[config.mk]
export PLATFORM = sky130hd
export DESIGN_NAME = rgb_block_to_ycbcr420_unit
export DESIGN_NICKNAME = d
export VERILOG_FILES = /design/src/rtl/core/rbyc_pkg.sv /design/src/rtl/core/rbyc_pixel_conv.sv /design/src/rtl/core/rbyc_chroma_avg.sv /design/src/rtl/core/rgb_block_to_ycbcr420_unit.sv
export SDC_FILE = /design/constraint.sdc
export NUM_CORES = 2
export LEC_CHECK = 0
export BUFFER_PORTS_ARGS = -buffer_cell sky130_fd_sc_hd__buf_2
export CAP_MARGIN = 10
export CORE_UTILIZATION = 37
export DETAILED_ROUTE_END_ITERATION = 10
export PLACE_DENSITY = 0.59
export SYNTH_ARGS = -nofsm -noshare
export SYNTH_HDL_FRONTEND = slang
export SYNTH_HIERARCHICAL = 1
export SYNTH_SLANG_ARGS = --single-unit
[constraint.sdc]
create_clock -name clk -period 10.8 [get_ports clk]
set_clock_uncertainty 0.15 [all_clocks]
set_input_delay 2.16 -clock clk [delete_from_list [all_inputs] [get_ports clk]]
set_output_delay 2.16 -clock clk [all_outputs]
set_load 0.01 [all_outputs]
[src/rtl/core/rbyc_pkg.sv]
// shared types and fixed-point coefficients for the rgb to ycbcr 4:2:0 block
`default_nettype none

package rbyc_pkg;

    localparam int PIX_W   = 8;
    localparam int COEF_W  = 16;
    localparam int PROD_W  = PIX_W + COEF_W;
    localparam int SUM_W   = PROD_W + 1;
    localparam int FRAC_W  = 16;
    localparam int NUM_PIX = 4;
    localparam int CSUM_W  = PIX_W + 2;

    typedef struct packed {
        logic [PIX_W-1:0] red;
        logic [PIX_W-1:0] green;
        logic [PIX_W-1:0] blue;
    } rgb_t;

    typedef struct packed {
        logic [PIX_W-1:0] luma;
        logic [PIX_W-1:0] cb;
        logic [PIX_W-1:0] cr;
    } ycc_t;

    // coefficient magnitudes, scaled by 2^16; signs are applied in the adders
    localparam logic [COEF_W-1:0] Y_R  = 16'd16843;
    localparam logic [COEF_W-1:0] Y_G  = 16'd33030;
    localparam logic [COEF_W-1:0] Y_B  = 16'd6423;
    localparam logic [COEF_W-1:0] CB_R = 16'd9699;
    localparam logic [COEF_W-1:0] CB_G = 16'd19071;
    localparam logic [COEF_W-1:0] CB_B = 16'd28770;
    localparam logic [COEF_W-1:0] CR_R = 16'd28770;
    localparam logic [COEF_W-1:0] CR_G = 16'd24117;
    localparam logic [COEF_W-1:0] CR_B = 16'd4653;

    localparam logic [PIX_W-1:0] Y_OFFSET = 8'd16;
    // 128 << 16: folds the chroma offset into a bias that keeps the sum positive
    localparam logic [SUM_W-1:0] C_BIAS   = 25'd8388608;

endpackage

`default_nettype wire

[src/rtl/core/rbyc_pixel_conv.sv]
// per-pixel conversion: registered products, then registered sums and scaling
`default_nettype none

module rbyc_pixel_conv (
    input  wire logic          clk,
    input  wire rbyc_pkg::rgb_t pix,
    output rbyc_pkg::ycc_t     ycc
);
    import rbyc_pkg::*;

    typedef struct packed {
        logic [PROD_W-1:0] yr;
        logic [PROD_W-1:0] yg;
        logic [PROD_W-1:0] yb;
        logic [PROD_W-1:0] br;
        logic [PROD_W-1:0] bg;
        logic [PROD_W-1:0] bb;
        logic [PROD_W-1:0] rr;
        logic [PROD_W-1:0] rg;
        logic [PROD_W-1:0] rb;
    } prod_t;

    prod_t             prod_reg;
    prod_t             prod_next;
    ycc_t              ycc_reg;
    ycc_t              ycc_next;
    logic [SUM_W-1:0]  y_sum;
    logic [SUM_W-1:0]  cb_sum;
    logic [SUM_W-1:0]  cr_sum;

    always_comb
    begin
        prod_next.yr = PROD_W'(pix.red)   * PROD_W'(Y_R);
        prod_next.yg = PROD_W'(pix.green) * PROD_W'(Y_G);
        prod_next.yb = PROD_W'(pix.blue)  * PROD_W'(Y_B);
        prod_next.br = PROD_W'(pix.red)   * PROD_W'(CB_R);
        prod_next.bg = PROD_W'(pix.green) * PROD_W'(CB_G);
        prod_next.bb = PROD_W'(pix.blue)  * PROD_W'(CB_B);
        prod_next.rr = PROD_W'(pix.red)   * PROD_W'(CR_R);
        prod_next.rg = PROD_W'(pix.green) * PROD_W'(CR_G);
        prod_next.rb = PROD_W'(pix.blue)  * PROD_W'(CR_B);
    end

    always_ff @(posedge clk)
    begin
        prod_reg <= prod_next;
    end

    // sums stay within 0 .. 2^24-1 after biasing, so modular math is exact
    always_comb
    begin
        y_sum  = SUM_W'(prod_reg.yr) + SUM_W'(prod_reg.yg) + SUM_W'(prod_reg.yb);
        cb_sum = C_BIAS + SUM_W'(prod_reg.bb) - SUM_W'(prod_reg.br)
                 - SUM_W'(prod_reg.bg);
        cr_sum = C_BIAS + SUM_W'(prod_reg.rr) - SUM_W'(prod_reg.rg)
                 - SUM_W'(prod_reg.rb);
        ycc_next.luma = y_sum[FRAC_W+PIX_W-1:FRAC_W] + Y_OFFSET;
        ycc_next.cb   = cb_sum[FRAC_W+PIX_W-1:FRAC_W];
        ycc_next.cr   = cr_sum[FRAC_W+PIX_W-1:FRAC_W];
    end

    always_ff @(posedge clk)
    begin
        ycc_reg <= ycc_next;
    end

    assign ycc = ycc_reg;

endmodule

`default_nettype wire

[src/rtl/core/rbyc_chroma_avg.sv]
// averages the four per-pixel chroma values and registers the block result
`default_nettype none

module rbyc_chroma_avg (
    input  wire logic           clk,
    input  wire logic           rst_n,
    input  wire logic           in_valid,
    input  wire rbyc_pkg::ycc_t ycc [rbyc_pkg::NUM_PIX],
    output logic                out_valid,
    output logic [7:0]          luma [rbyc_pkg::NUM_PIX],
    output logic [7:0]          cb,
    output logic [7:0]          cr
);
    import rbyc_pkg::*;

    logic                 valid_reg;
    logic [PIX_W-1:0]     luma_reg [NUM_PIX];
    logic [PIX_W-1:0]     cb_reg;
    logic [PIX_W-1:0]     cr_reg;
    logic [CSUM_W-1:0]    cb_sum;
    logic [CSUM_W-1:0]    cr_sum;

    always_comb
    begin
        cb_sum = '0;
        cr_sum = '0;
        for (int i = 0; i < NUM_PIX; i++)
        begin
            cb_sum = cb_sum + CSUM_W'(ycc[i].cb);
            cr_sum = cr_sum + CSUM_W'(ycc[i].cr);
        end
    end

    always_ff @(posedge clk or negedge rst_n)
    begin
        if (!rst_n)
        begin
            valid_reg <= 1'b0;
        end
        else
        begin
            valid_reg <= in_valid;
        end
    end

    always_ff @(posedge clk)
    begin
        for (int i = 0; i < NUM_PIX; i++)
        begin
            luma_reg[i] <= ycc[i].luma;
        end
        cb_reg <= cb_sum[CSUM_W-1:2];
        cr_reg <= cr_sum[CSUM_W-1:2];
    end

    assign out_valid = valid_reg;
    assign luma      = luma_reg;
    assign cb        = cb_reg;
    assign cr        = cr_reg;

endmodule

`default_nettype wire

[src/rtl/core/rgb_block_to_ycbcr420_unit.sv]
// top level: 2x2 rgb block to bt.601 studio-range luma plus 4:2:0 chroma
//
// One 2x2 block is taken on every clock (busy stays low) and its result shows up
// on done after one register stage for the constant-coefficient products, one
// for the per-pixel sums and scaling, and one for the chroma average and output
// register. Results stand for exactly one cycle while done is high; the
// receiver cannot stall them, so it must take each one when it appears. Reset
// clears only the valid pipeline.
`default_nettype none

module rgb_block_to_ycbcr420_unit (
    input  wire logic       clk,
    input  wire logic       rst_n,
    input  wire logic       start,
    output logic            busy,
    output logic            done,
    input  wire logic [7:0] tl_red,
    input  wire logic [7:0] tl_green,
    input  wire logic [7:0] tl_blue,
    input  wire logic [7:0] tr_red,
    input  wire logic [7:0] tr_green,
    input  wire logic [7:0] tr_blue,
    input  wire logic [7:0] bl_red,
    input  wire logic [7:0] bl_green,
    input  wire logic [7:0] bl_blue,
    input  wire logic [7:0] br_red,
    input  wire logic [7:0] br_green,
    input  wire logic [7:0] br_blue,
    output logic [7:0]      luma_tl,
    output logic [7:0]      luma_tr,
    output logic [7:0]      luma_bl,
    output logic [7:0]      luma_br,
    output logic [7:0]      chroma_blue,
    output logic [7:0]      chroma_red
);
    import rbyc_pkg::*;

    rgb_t              pix [NUM_PIX];
    ycc_t              ycc [NUM_PIX];
    logic [PIX_W-1:0]  luma [NUM_PIX];
    logic              accept;
    logic              valid1_reg;
    logic              valid2_reg;

    // the pipeline never stalls, so every request is taken
    assign busy   = 1'b0;
    assign accept = start && !busy;

    assign pix[0] = '{red: tl_red, green: tl_green, blue: tl_blue};
    assign pix[1] = '{red: tr_red, green: tr_green, blue: tr_blue};
    assign pix[2] = '{red: bl_red, green: bl_green, blue: bl_blue};
    assign pix[3] = '{red: br_red, green: br_green, blue: br_blue};

    always_ff @(posedge clk or negedge rst_n)
    begin
        if (!rst_n)
        begin
            valid1_reg <= 1'b0;
            valid2_reg <= 1'b0;
        end
        else
        begin
            valid1_reg <= accept;
            valid2_reg <= valid1_reg;
        end
    end

    for (genvar i = 0; i < NUM_PIX; i++)
    begin : g_pix
        rbyc_pixel_conv u_conv (
            .clk (clk),
            .pix (pix[i]),
            .ycc (ycc[i])
        );
    end

    rbyc_chroma_avg u_avg (
        .clk       (clk),
        .rst_n     (rst_n),
        .in_valid  (valid2_reg),
        .ycc       (ycc),
        .out_valid (done),
        .luma      (luma),
        .cb        (chroma_blue),
        .cr        (chroma_red)
    );

    assign luma_tl = luma[0];
    assign luma_tr = luma[1];
    assign luma_bl = luma[2];
    assign luma_br = luma[3];

endmodule

`default_nettype wire

==> metrics.md <==
| Metric | Value |
|---|---|
| Run status | complete, no violations |
| Vias in the first global route | slightly above 60k |
| Clk pwr share | 0.137 |
| CP Buf/Inv Count | 3 |
| H-tree Lvls | 3 |
| Setup_tns | 0 ps |
| Worst vdd ir | about 0.00023 V |
| Post-synth ARST share | 0.00331 |
| Slew @ Worst Pin | about 900 ps |
| Initial antenna violation count | 5 |
| Slowest cell delay on critical path | 730 ps |
| Comb power frac | 0.656 |
| Via count | 59.0k |
| Pint | 15700 uW |
| Worst path most repeated cell | fa_1 |
| Mapped Cells | approximately 8.7k |
| Final hold slack | roughly 160 ps |
| DRC Markers | 0 |
| Final WL | 224000 um |
| Worst EP arrival | 7280 ps |
| Top-Level Pins | 149 |
| Placed instance area | between 90000 and 100000 um^2 |
| Crit-path cells | buf_2 > fa_1 > inv_1 > fa_1 > fa_1 > fa_1 > inv_1 > ha_1 > a21oi_1 > o21a_1 > o21ai_0 > o41ai_1 > o311ai_0 > a211oi_1 > o21bai_1 |
| Post-Syn Area per Cell | 9.94 um^2 |
| Via density | approximately 5 |
| Chip Height | about 500 um |
| Post-CTS Setup Inserts | 0 |
| Max Root-Sink Buffers | 3 |
| Iteration-0 DRC Markers | 2621 |
| Die width | between 400 and 500 um |
| Ys flop type | dfxtp_1 |
| Setup crit start kind | input port |
| Hold-fix buffers, CTS | 0 |
| Net Count, Synth | ~12k |
| First-pass GRT wire length | approximately 350000 um |
| Routed Antenna Nets | 0 |
| RSZ-0062 raised after global routing | no |
| Seq pwr share | 0.207 |
| Final instance area | ~95000 um^2 |
| Post-Place Worst Slack | around 3200 ps |
| Most common cell after layout, fill and taps aside | ha_1 |
| R2R cell count | 12 |
| Max_cap viols | 0 |
| First-pass iteration count of the detailed router | 5 |
| TritonCTS Buffers | 108 |
| Maximum fanout along the worst path | 11 |
| Crit-path slowest cell | fa_1 |
| Post-synthesis cell type count | 100 |
| # resized after CTS | 0 |
| Final Power | approximately 29000 uW |
| Sequential Area | 18200 um^2 |
| Yosys reg bits | a little over 900 |
| CTS tree | built |
| Max-slew headroom | 0.407 |
| Root buffer cell | clkbuf_16 |
| Crit path time final | just under 7000 ps |
| Yosys warning count | 6 |
| Core area | between 200000 and 250000 um^2 |
| WL/cell | approximately 19 um |
| CP endpoint kind | flip-flop |
| CP top delay family | adder cells |
| Fmax | about 150 MHz |
| Final Cycle Share | 0.629 |
| Gr ovfl total | 0 |
| Port bufs | 147 |
| Min-Delay Path Class | reg -> reg |
| Seq/Total Area, Yosys | 0.210 |
| Min-Delay Path Depth | 0 |
| PnR worst setup slack | 4010 ps |
| Row Count | between 150 and 200 |
| Initial core utilization | 0.372 |
| Largest net degree at the start of global routing | 16 |
| Max Slew Vio Count | 0 |
| GP Congestion | 0.926 |
| Filler cells | around 23k |
| Final setup violation count | 0 |
| Area Growth Syn to Fin | 9.71% |
| Clk slew on worst S/H paths | around 70 ps |
| Post-DP HPWL | between 150000 and 200000 um |
| Multi-input combinational cell area | just over 60000 um^2 |
| Crit path depth | 15 |
| Clock Latency Late Sink | about 760 ps |
| Clk sinks | about 910 |
| Post-synth EDFFs | 0 |
| Total Nets Final | between 10k and 15k |
| Most frequent cells in the layout | 1942 x ha_1, 1868 x inv_1, 904 x dfxtp_1, 852 x fa_1, 447 x xnor2_1 |
| Ratio of cells with drive above 1 in the final layout | 0.0470 |
| Leak | about 0.05 uW |
| Sw frac | 0.457 |
| Critical Path RT | ~11000 ps |
| Pwr dens | 305 nW/um^2 |
| NetSw | approximately 13000 uW |
| Overall die area | between 200000 and 250000 um^2 |
| Max reg flops | 760 |
| Final Hold Fails | 0 |
| Mapped Area | ~87000 um^2 |
| CP Class | in -> reg |
| GRT Resource Usage Total | 0.192 |
## final cells by class
| cell class | count | share of cell area |
|---|---|---|
| sequential | 907 | 0.191 |
| clock buffer | 141 | 0.0321 |
| clock inverter | 63 | 0.00888 |
| inverter | 1868 | 0.0739 |
| tap | 3043 | 0.0401 |
| antenna | 4 | 0.000105 |
| multi-input combinational | 5926 | 0.646 |
| timing repair buffer | 147 | 0.00775 |
## through the flow
stage | utilization | instances
global placement | 0.392 | 11891
detailed placement | 0.392 | 11891
CTS | 0.408 | 12095
floorplan | - | 8707
finish | 0.408 | 12099
global route | 0.408 | 12098
## final timing paths
kind	slack [ps]	to	from
setup / recovery	4010	g_pix[0].u_conv/prod_reg[118]	tl_green[5]
hold / removal	160	u_avg/luma[0]	g_pix[3].u_conv/ycc[16]
setup reg to reg	6870	g_pix[2].u_conv/ycc[7]	g_pix[2].u_conv/prod_reg[26]
hold reg to reg	160	u_avg/luma[0]	g_pix[3].u_conv/ycc[16]
max in group asynchronous	9350	u_avg/out_valid	rst_n
min in group asynchronous	1050	valid1_reg	rst_n
## worst reg2reg max path, cell delays in order, from the launching register on
cell,delay (ps)
dfxtp_1,420
inv_1,90
fa_1,470
ha_1,210
a211oi_1,220
o21bai_1,130
a221oi_1,650
o221ai_1,350
o41ai_2,480
o21ai_0,250
o21a_1,210
nor2_1,100
xnor2_1,120
## kinds of logic (layout without fill, tap and decap cells)
logic type,Yosys count,in the layout,share of synthesized area
AO/OA/AOI/OAI,1322,1322,0.101
XOR/XNOR,606,606,0.0614
adder cells (fa/ha/maj),2795,2795,0.478
buffers and inverters,1874,2219,0.0815
flip-flops,907,907,0.210
multiplexers,8,8,0.000940
other,1,5,0.0000433
AND/OR/NAND/NOR,1194,1194,0.0667
## power groups by stage
| stage | logic, uW | registers (uW) | clock network (uW) |
|---|---|---|---|
| after detailed placement | 19000 | 6100 | 0 |
| after global routing | 21700 | 6130 | 4210 |
| after CTS | 19200 | 6060 | 4080 |
| final | 19000 | 6000 | 3960 |
| after global placement | 18500 | 6110 | 0 |
| after floorplan | 14200 | 5550 | 0 |
## Yosys cell counts (14+ instances only)
master / number / area [um^2]
o21a_1: 74 / 556
o2111ai_1: 14 / 123
dfxtp_1: 904 / 18100
nor2b_1: 79 / 494
a21o_1: 153 / 1150
nor3_1: 125 / 626
and2_1: 29 / 181
o21ai_0: 218 / 1090
or2_2: 35 / 219
nand2b_1: 46 / 288
nand4_1: 34 / 213
a21oi_1: 396 / 1980
a41o_1: 15 / 150
nand2_1: 236 / 886
a211o_1: 20 / 175
fa_1: 852 / 17100
or3_1: 33 / 206
o21bai_1: 82 / 616
nand3_1: 117 / 586
ha_1: 1942 / 24300
xnor2_1: 447 / 3920
and3_1: 52 / 325
a21boi_0: 30 / 225
a31oi_1: 54 / 338
o31ai_1: 21 / 158
o211ai_1: 32 / 240
inv_1: 1868 / 7010
xor2_1: 158 / 1380
a211oi_1: 40 / 300
nor2_1: 358 / 1340
## metal layers
layer / routed length, um / track usage
met4: 6990 / 0.0606
met3: 7910 / 0.0216
met5: 13 / 0
met2: 105000 / 0.323
met1: 104000 / 0.256
Note: power is estimated with default switching activity, not from simulation.
